**src/hdl/bcdd_pkg.sv**
```systemverilog
// Types, constants and the per-button click logic of the button click detector.
package bcdd_pkg;

    // Field widths
    localparam int LEVELS_W    = 3;
    localparam int TIME_W      = 32;
    localparam int POS_W       = 16;
    localparam int MOVE_W      = POS_W + 1;
    localparam int WINDOW_W    = 16;
    localparam int COUNT_W     = 2;
    localparam int S_TDATA_W   = 72;
    localparam int M_TDATA_W   = 48;
    localparam int NUM_EV_OUT  = 3;

    // Defaults
    localparam int BCDD_NUM_BUTTONS = 3;
    localparam logic [WINDOW_W-1:0] WINDOW_RESET = 16'd500;

    // Event codes reported per button
    typedef enum logic [2:0] {
        EV_NONE   = 3'd0,
        EV_DOWN   = 3'd1,
        EV_UP     = 3'd2,
        EV_HELD   = 3'd3,
        EV_DOUBLE = 3'd4
    } ev_t;

    // Outcome of one button for one poll tick
    typedef struct packed {
        ev_t                ev;
        logic [COUNT_W-1:0] count;
        logic               start_we;
    } btn_upd_t;

    // Edge detection and double-click tracking for one button.
    function automatic btn_upd_t button_step(
        input logic                prev,
        input logic                lvl,
        input logic [COUNT_W-1:0]  cnt,
        input logic [TIME_W-1:0]   start,
        input logic [TIME_W-1:0]   now,
        input logic [WINDOW_W-1:0] win
    );
        logic [TIME_W-1:0]  elapsed;
        logic [TIME_W-1:0]  win_ext;
        logic [COUNT_W-1:0] c;
        btn_upd_t           r;
        elapsed    = now - start;
        win_ext    = {{(TIME_W-WINDOW_W){1'b0}}, win};
        c          = cnt;
        r.start_we = 1'b0;
        case ({prev, lvl})
            2'b01:   r.ev = EV_DOWN;
            2'b10:   r.ev = EV_UP;
            2'b11:   r.ev = EV_HELD;
            default: r.ev = EV_NONE;
        endcase
        if (r.ev == EV_DOWN) begin
            // A stale first click no longer pairs with this press.
            if (c == 2'd1 && elapsed >= win_ext) begin
                c = '0;
            end
            c          = c + 2'd1;
            r.start_we = (c == 2'd1);
        end else if (r.ev == EV_UP) begin
            if (c == 2'd1) begin
                if (elapsed >= win_ext) begin
                    c = '0;
                end
            end else if (c == 2'd2) begin
                if (elapsed <= win_ext) begin
                    r.ev = EV_DOUBLE;
                end
                c = '0;
            end
        end
        r.count = c;
        return r;
    endfunction

endpackage

```
**src/hdl/button_click_double_click_detector.sv**
```systemverilog
// Top level of the mouse button edge and double-click detector.
// One poll request is taken per clock cycle unless the result side stalls. Its result
// request is presented once it has passed from the input register into the result register:
// the request is held in an input register, and the per-button edge compare, the 32-bit
// elapsed-time subtract and compare against the window, and the cursor subtractions run in
// one combinational pass into the result register, updating the kept button state in the
// same cycle. Both sides may stall independently; the output and input registers keep the
// stream moving at full rate. The user must write the window register through cfg_wr_en
// and cfg_wr_data only while no request is in flight; the block does not enforce this.
module button_click_double_click_detector
    import bcdd_pkg::*;
#(
    parameter int NUM_BUTTONS = BCDD_NUM_BUTTONS
) (
    input  logic                  aclk,
    input  logic                  aresetn,
    // Configuration: double-click window in milliseconds
    input  logic                  cfg_wr_en,
    input  logic [WINDOW_W-1:0]   cfg_wr_data,
    // Poll requests
    input  logic                  s_tvalid,
    output logic                  s_tready,
    // s_tdata: button_levels[2:0], now_ms[34:3], cursor_x[50:35], cursor_y[66:51], zeros
    input  logic [S_TDATA_W-1:0]  s_tdata,
    // Result requests
    output logic                  m_tvalid,
    input  logic                  m_tready,
    // m_tdata: left_event[2:0], right_event[5:3], middle_event[8:6], move_x[25:9],
    //          move_y[42:26], zeros
    output logic [M_TDATA_W-1:0]  m_tdata
);

    // Input register
    logic                in_valid_reg;
    logic [LEVELS_W-1:0] in_levels_reg;
    logic [TIME_W-1:0]   in_now_reg;
    logic [POS_W-1:0]    in_x_reg;
    logic [POS_W-1:0]    in_y_reg;

    // Result register
    logic                 out_valid_reg;
    logic [M_TDATA_W-1:0] out_data_reg;
    logic [M_TDATA_W-1:0] out_data_next;

    // Kept state
    logic [WINDOW_W-1:0]  window_reg;
    logic [NUM_BUTTONS-1:0] prev_level_reg;
    logic [NUM_BUTTONS-1:0] prev_level_next;
    logic [COUNT_W-1:0]   click_count_reg  [NUM_BUTTONS];
    logic [TIME_W-1:0]    click_start_reg  [NUM_BUTTONS];
    logic [POS_W-1:0]     prev_x_reg;
    logic [POS_W-1:0]     prev_y_reg;

    btn_upd_t             upd [NUM_BUTTONS];
    ev_t                  ev_out [NUM_EV_OUT];
    logic [MOVE_W-1:0]    move_x;
    logic [MOVE_W-1:0]    move_y;
    logic                 advance;

    // Handshake: move the held request forward when the result slot is free or draining
    assign advance  = in_valid_reg && (!out_valid_reg || m_tready);
    assign s_tready = !in_valid_reg || advance;
    assign m_tvalid = out_valid_reg;
    assign m_tdata  = out_data_reg;

    // Input register capture
    always_ff @(posedge aclk) begin
        if (!aresetn) begin
            in_valid_reg <= 1'b0;
        end else if (s_tready) begin
            in_valid_reg <= s_tvalid;
        end
        if (s_tvalid && s_tready) begin
            in_levels_reg <= s_tdata[2:0];
            in_now_reg    <= s_tdata[34:3];
            in_x_reg      <= s_tdata[50:35];
            in_y_reg      <= s_tdata[66:51];
        end
    end

    // Per-button click logic; buttons past the third always see a released level
    for (genvar i = 0; i < NUM_BUTTONS; i++) begin : g_btn
        logic lvl;
        if (i < LEVELS_W) begin : g_lvl
            assign lvl = in_levels_reg[i];
        end else begin : g_nolvl
            assign lvl = 1'b0;
        end

        assign upd[i] = button_step(prev_level_reg[i], lvl, click_count_reg[i],
                                    click_start_reg[i], in_now_reg, window_reg);
        assign prev_level_next[i] = lvl;

        always_ff @(posedge aclk) begin
            if (!aresetn) begin
                click_count_reg[i] <= '0;
            end else if (advance) begin
                click_count_reg[i] <= upd[i].count;
            end
            if (advance && upd[i].start_we) begin
                click_start_reg[i] <= in_now_reg;
            end
        end
    end

    // Event fields of buttons that are not built read as none
    for (genvar k = 0; k < NUM_EV_OUT; k++) begin : g_ev
        if (k < NUM_BUTTONS) begin : g_on
            assign ev_out[k] = upd[k].ev;
        end else begin : g_off
            assign ev_out[k] = EV_NONE;
        end
    end

    // Cursor movement since the previous request
    assign move_x = {in_x_reg[POS_W-1], in_x_reg} - {prev_x_reg[POS_W-1], prev_x_reg};
    assign move_y = {in_y_reg[POS_W-1], in_y_reg} - {prev_y_reg[POS_W-1], prev_y_reg};

    always_comb begin
        out_data_next = {{(M_TDATA_W - 3*3 - 2*MOVE_W){1'b0}}, move_y, move_x,
                         ev_out[2], ev_out[1], ev_out[0]};
    end

    // Result register and kept state update
    always_ff @(posedge aclk) begin
        if (!aresetn) begin
            out_valid_reg  <= 1'b0;
            prev_level_reg <= '0;
            prev_x_reg     <= '0;
            prev_y_reg     <= '0;
            window_reg     <= WINDOW_RESET;
        end else begin
            if (advance) begin
                out_valid_reg  <= 1'b1;
                prev_level_reg <= prev_level_next;
                prev_x_reg     <= in_x_reg;
                prev_y_reg     <= in_y_reg;
            end else if (m_tready) begin
                out_valid_reg <= 1'b0;
            end
            if (cfg_wr_en) begin
                window_reg <= cfg_wr_data;
            end
        end
        if (advance) begin
            out_data_reg <= out_data_next;
        end
    end

endmodule

```
**config.mk**
```make
export PLATFORM = sky130hd
export DESIGN_NAME = button_click_double_click_detector
export DESIGN_NICKNAME = d
export VERILOG_FILES = /design/src/hdl/bcdd_pkg.sv /design/src/hdl/button_click_double_click_detector.sv
export SDC_FILE = /design/constraint.sdc
export NUM_CORES = 1
export LEC_CHECK = 0
export BUFFER_PORTS_ARGS = -buffer_cell sky130_fd_sc_hd__buf_2
export CELL_PAD_IN_SITES_DETAIL_PLACEMENT = 0
export CELL_PAD_IN_SITES_GLOBAL_PLACEMENT = 2
export CORE_UTILIZATION = 35
export CTS_CLUSTER_SIZE = 30
export DETAILED_ROUTE_END_ITERATION = 8
export HOLD_SLACK_MARGIN = 0.12
export PLACE_DENSITY = 0.73
export SYNTH_ARGS = -nofsm -noshare
export SYNTH_HDL_FRONTEND = slang
export SYNTH_SLANG_ARGS = --single-unit
```
**constraint.sdc**
```tcl
create_clock -name aclk -period 4.5 [get_ports aclk]
set_input_delay 0.675 -clock aclk [delete_from_list [all_inputs] [get_ports aclk]]
set_output_delay 0.675 -clock aclk [all_outputs]
set_load 0.05 [all_outputs]
```
==> metrics.md <==
| Metric | Value |
|---|---|
| Setup Skew | `0.02257 ns` |
| Arr. time, crit path | `4.80 ns` |
| Grt ovf | `0` |
| Hold WC Path Type | `in2reg` |
| Total CTS buffers | `35` |
| Worst-case reg-to-reg path depth | `18` |
| Status | `completed` |
| Nets@finish | `2418` |
| Drt first pass iters | `6` |
| CP Data Required Time | `4.80 ns` |
| Antenna Violating Nets Remaining | `0` |
| Layout Utilization | `43.95%` |
| Global-route usage over all layers | `19.08%` |
| Sequential area share after synthesis | `41.35%` |
| Initial Utilization | `35.65%` |
| Worst Path Class, Setup | `reg2reg` |
| Syn avg cell area | `9.620 µm²` |
| Boundary pin count | `143` |
| Maxcap violations | `0` |
| Hold path start | `s_tdata[34]` |
| Vias in the first global route | `14740` |
| Rel. slew slack | `29.25%` |
| Die width | `228.5 µm` |
| RSZ-0062 raised after global routing | `true` |
| Worst-margin pin slew | `1.061 ns` |
| Most used DFF post-synth | `edfxtp_1` |
| Worst skew pair latency | `0.55 ns` |
| Port bufs | `132` |
| First-pass GRT wire length | `79170 µm` |
| Root Buffer | `clkbuf_16` |
| Number of synthesized flops with an enable pin | `212` |
| Critical Path Fanout Max | `6` |
| Gp weighted congestion | `0.8737` |
| FP Rows | `82` |
| Slowest-stage cell, CP | `edfxtp_1` |
| Flop2flop setup slack | `0.004 ns` |
| Yosys warnings | `0` |
| Synth cell types | `94` |
| Worst Setup Start Kind | `flop` |
| Leak pwr | `9.262 nW` |
| Setup violations, final | `0` |
| CTS tree | `done` |
| Final Hold Viols | `0` |
| Wire per inst | `17.85 µm` |
| Hold Path Sink | `in_now_reg[31]` |
| Cell chain of the critical path | `buf_4, ha_4, and3_1, a21o_1, a221o_1, or2_4, a21oi_4, o21ai_2, xor2_1, ha_1, a2111oi_4, o31ai_1, o32a_1, nor3_2, a31oi_2, ha_2, and3_4, clkbuf_16` |
| Pwr Density | `330.5 mW/mm²` |
| RR Endpoint | `click_start_reg[0][80]` |
| Syn Std Cell Area | `0.01796 mm²` |
| Reg-to-Reg Start | `in_now_reg[8]` |
| Die span in y | `228.5 µm` |
| Worst-path clk slew | `0.06 ns` |
| Final period utilization | `99.92%` |
| Core area | `0.05038 mm²` |
| Die area | `0.05222 mm²` |
| Largest net degree at the start of global routing | `68` |
| Fin crit period | `4.496 ns` |
| Synth-to-Final Area Change | `23.28%` |
| Drt initial violations | `788` |
| Max reg flops | `96` |
| H-tree depth | `2` |
| Peak supply drop | `0.3101 mV` |
| DR vias | `14700` |
| Setup TNS | `0 ns` |
| Via density | `5.191` |
| Worst hold slack | `0.2989 ns` |
| Drt drc | `0` |
| Peak Freq | `0.2224 GHz` |
| Gate Count Post-Synth | `1867` |
| Final wirelength | `50520 µm` |
| Share of post-route cells with drive strength above 1 | `20.81%` |
| Initial antenna violation count | `2` |
| Crit-path max cell delay | `0.45 ns` |
| CP Capture Type | `flop` |
| Critical path's top delay family | `compound AO/OA/AOI/OAI gates` |
| Sinks on the clock net | `265` |
| Clock buffer depth | `3` |
| Dpl hpwl | `37030 µm` |
| Hold path depth | `1` |
| Slew Viols, Final | `0` |
| Post-synth ARST share | `0%` |
| Number of buffers and inverters on the critical path | `2` |
| Cts hold-fix bufs | `0` |
| #FFs+latches synth | `265` |
[report_power, final]
group	internal (mW)	total, mW	switching (mW)	leakage [nW]
clock network	1.60	2.76	1.16	0.557
logic	0.715	1.70	0.983	6.28
registers	2.79	2.86	0.0720	2.43
[layer usage]
| layer | wire length (µm) | vias to the layer above | track usage (%) |
|---|---|---|---|
| li1 | - | 7364 | - |
| met1 | 23940 | 6968 | 25.95 |
| met2 | 23180 | 287 | 30.93 |
| met3 | 2134 | 75 | 3.181 |
| met4 | 1250 | 2 | 5.726 |
| met5 | 13 | - | 0 |
[cell type report]
| type | instances | area (µm²) |
|---|---|---|
| multi-input combinational | 1347 | 9991 |
| timing repair buffer | 284 | 2014 |
| inverter | 199 | 748.2 |
| clock inverter | 24 | 196.4 |
| sequential | 265 | 7427 |
| fill | 4957 | 28230 |
| antenna | 1 | 2.502 |
| clock buffer | 39 | 920.9 |
| tap | 672 | 840.8 |
[synth_stat cells (21+ instances only)]
cell,n,area [µm²]
a21boi_0,46,345.3
a21o_1,50,375.4
a21oi_1,117,585.6
clkbuf_1,48,180.2
dfxtp_1,53,1061
edfxtp_1,212,6366
ha_1,188,2352
inv_1,198,743.2
mux2i_1,21,210.2
nand2_1,155,581.8
nand2b_1,27,168.9
nand3_1,43,215.2
nand4_1,35,219.0
nor2_1,116,435.4
nor2b_1,34,212.7
nor3_1,32,160.2
o211ai_1,30,225.2
o21a_1,28,210.2
o21ai_0,83,415.4
xnor2_1,56,490.5
[cell usage in the layout, fill, tap and decap left out, types with 21 or more instances in the layout]
master,n
nand4_1,35
a21oi_1,102
a21boi_0,46
mux2i_1,21
dfxtp_1,53
nor2b_1,32
clkbuf_16,39
nor2_1,112
buf_4,132
buf_2,132
inv_1,196
nand2b_1,23
xnor2_1,56
nor3_1,28
a21o_1,50
ha_1,175
nand3_1,41
o21ai_0,73
edfxtp_1,212
nand2_1,155
o21a_1,28
o211ai_1,30
[what timing repair did]
item / in CTS / in global routing
pin swaps: 11 / 51
cloned: 3 / 5
setup buffers: 5 / 15
setup endpoints to repair: 101 / 109
gates resized for setup: 31 / 68
[worst max-delay path by stage]
stage | endpoint | slack (ns) | start | cells after the start
final | click_start_reg[0][80] | 0.004 | in_now_reg[8] | 18
after global routing | click_start_reg[0][5] | -0.19 | in_now_reg[1] | 18
after CTS | click_start_reg[0][50] | -0.07 | in_now_reg[1] | 20
after global placement | click_start_reg[0][32] | -0.20 | in_now_reg[1] | 23
after floorplan | click_start_reg[0][64] | 0.002 | in_now_reg[7] | 16
after detailed placement | click_start_reg[0][32] | -0.25 | in_now_reg[1] | 23
[through the flow]
stage | worst slack (ns) | instance area, µm² | total power, mW | instances
after global routing | -0.1857 | 22140 | 7.689 | 2830
after detailed placement | -0.2465 | 20270 | 4.492 | 2740
after global placement | -0.1983 | 20270 | 4.482 | 2740
final | 0.003803 | 22140 | 7.318 | 2831
after floorplan | 0.002136 | 18040 | 3.979 | 1871
after CTS | -0.06817 | 21610 | 7.356 | 2811
[cell families (layout without fill, tap and decap cells)]
group / Yosys count / in the layout / synth area share (%)
simple gates: 555 / 555 / 15.67
compound gates: 494 / 494 / 18.62
flops: 265 / 265 / 41.35
buf+inv: 259 / 546 / 5.587
fa+ha+maj: 193 / 193 / 13.65
xor+xnor: 74 / 74 / 3.609
mux: 26 / 26 / 1.484
other cells: 1 / 6 / 0.02088
(Power assumes the default switching activity.)
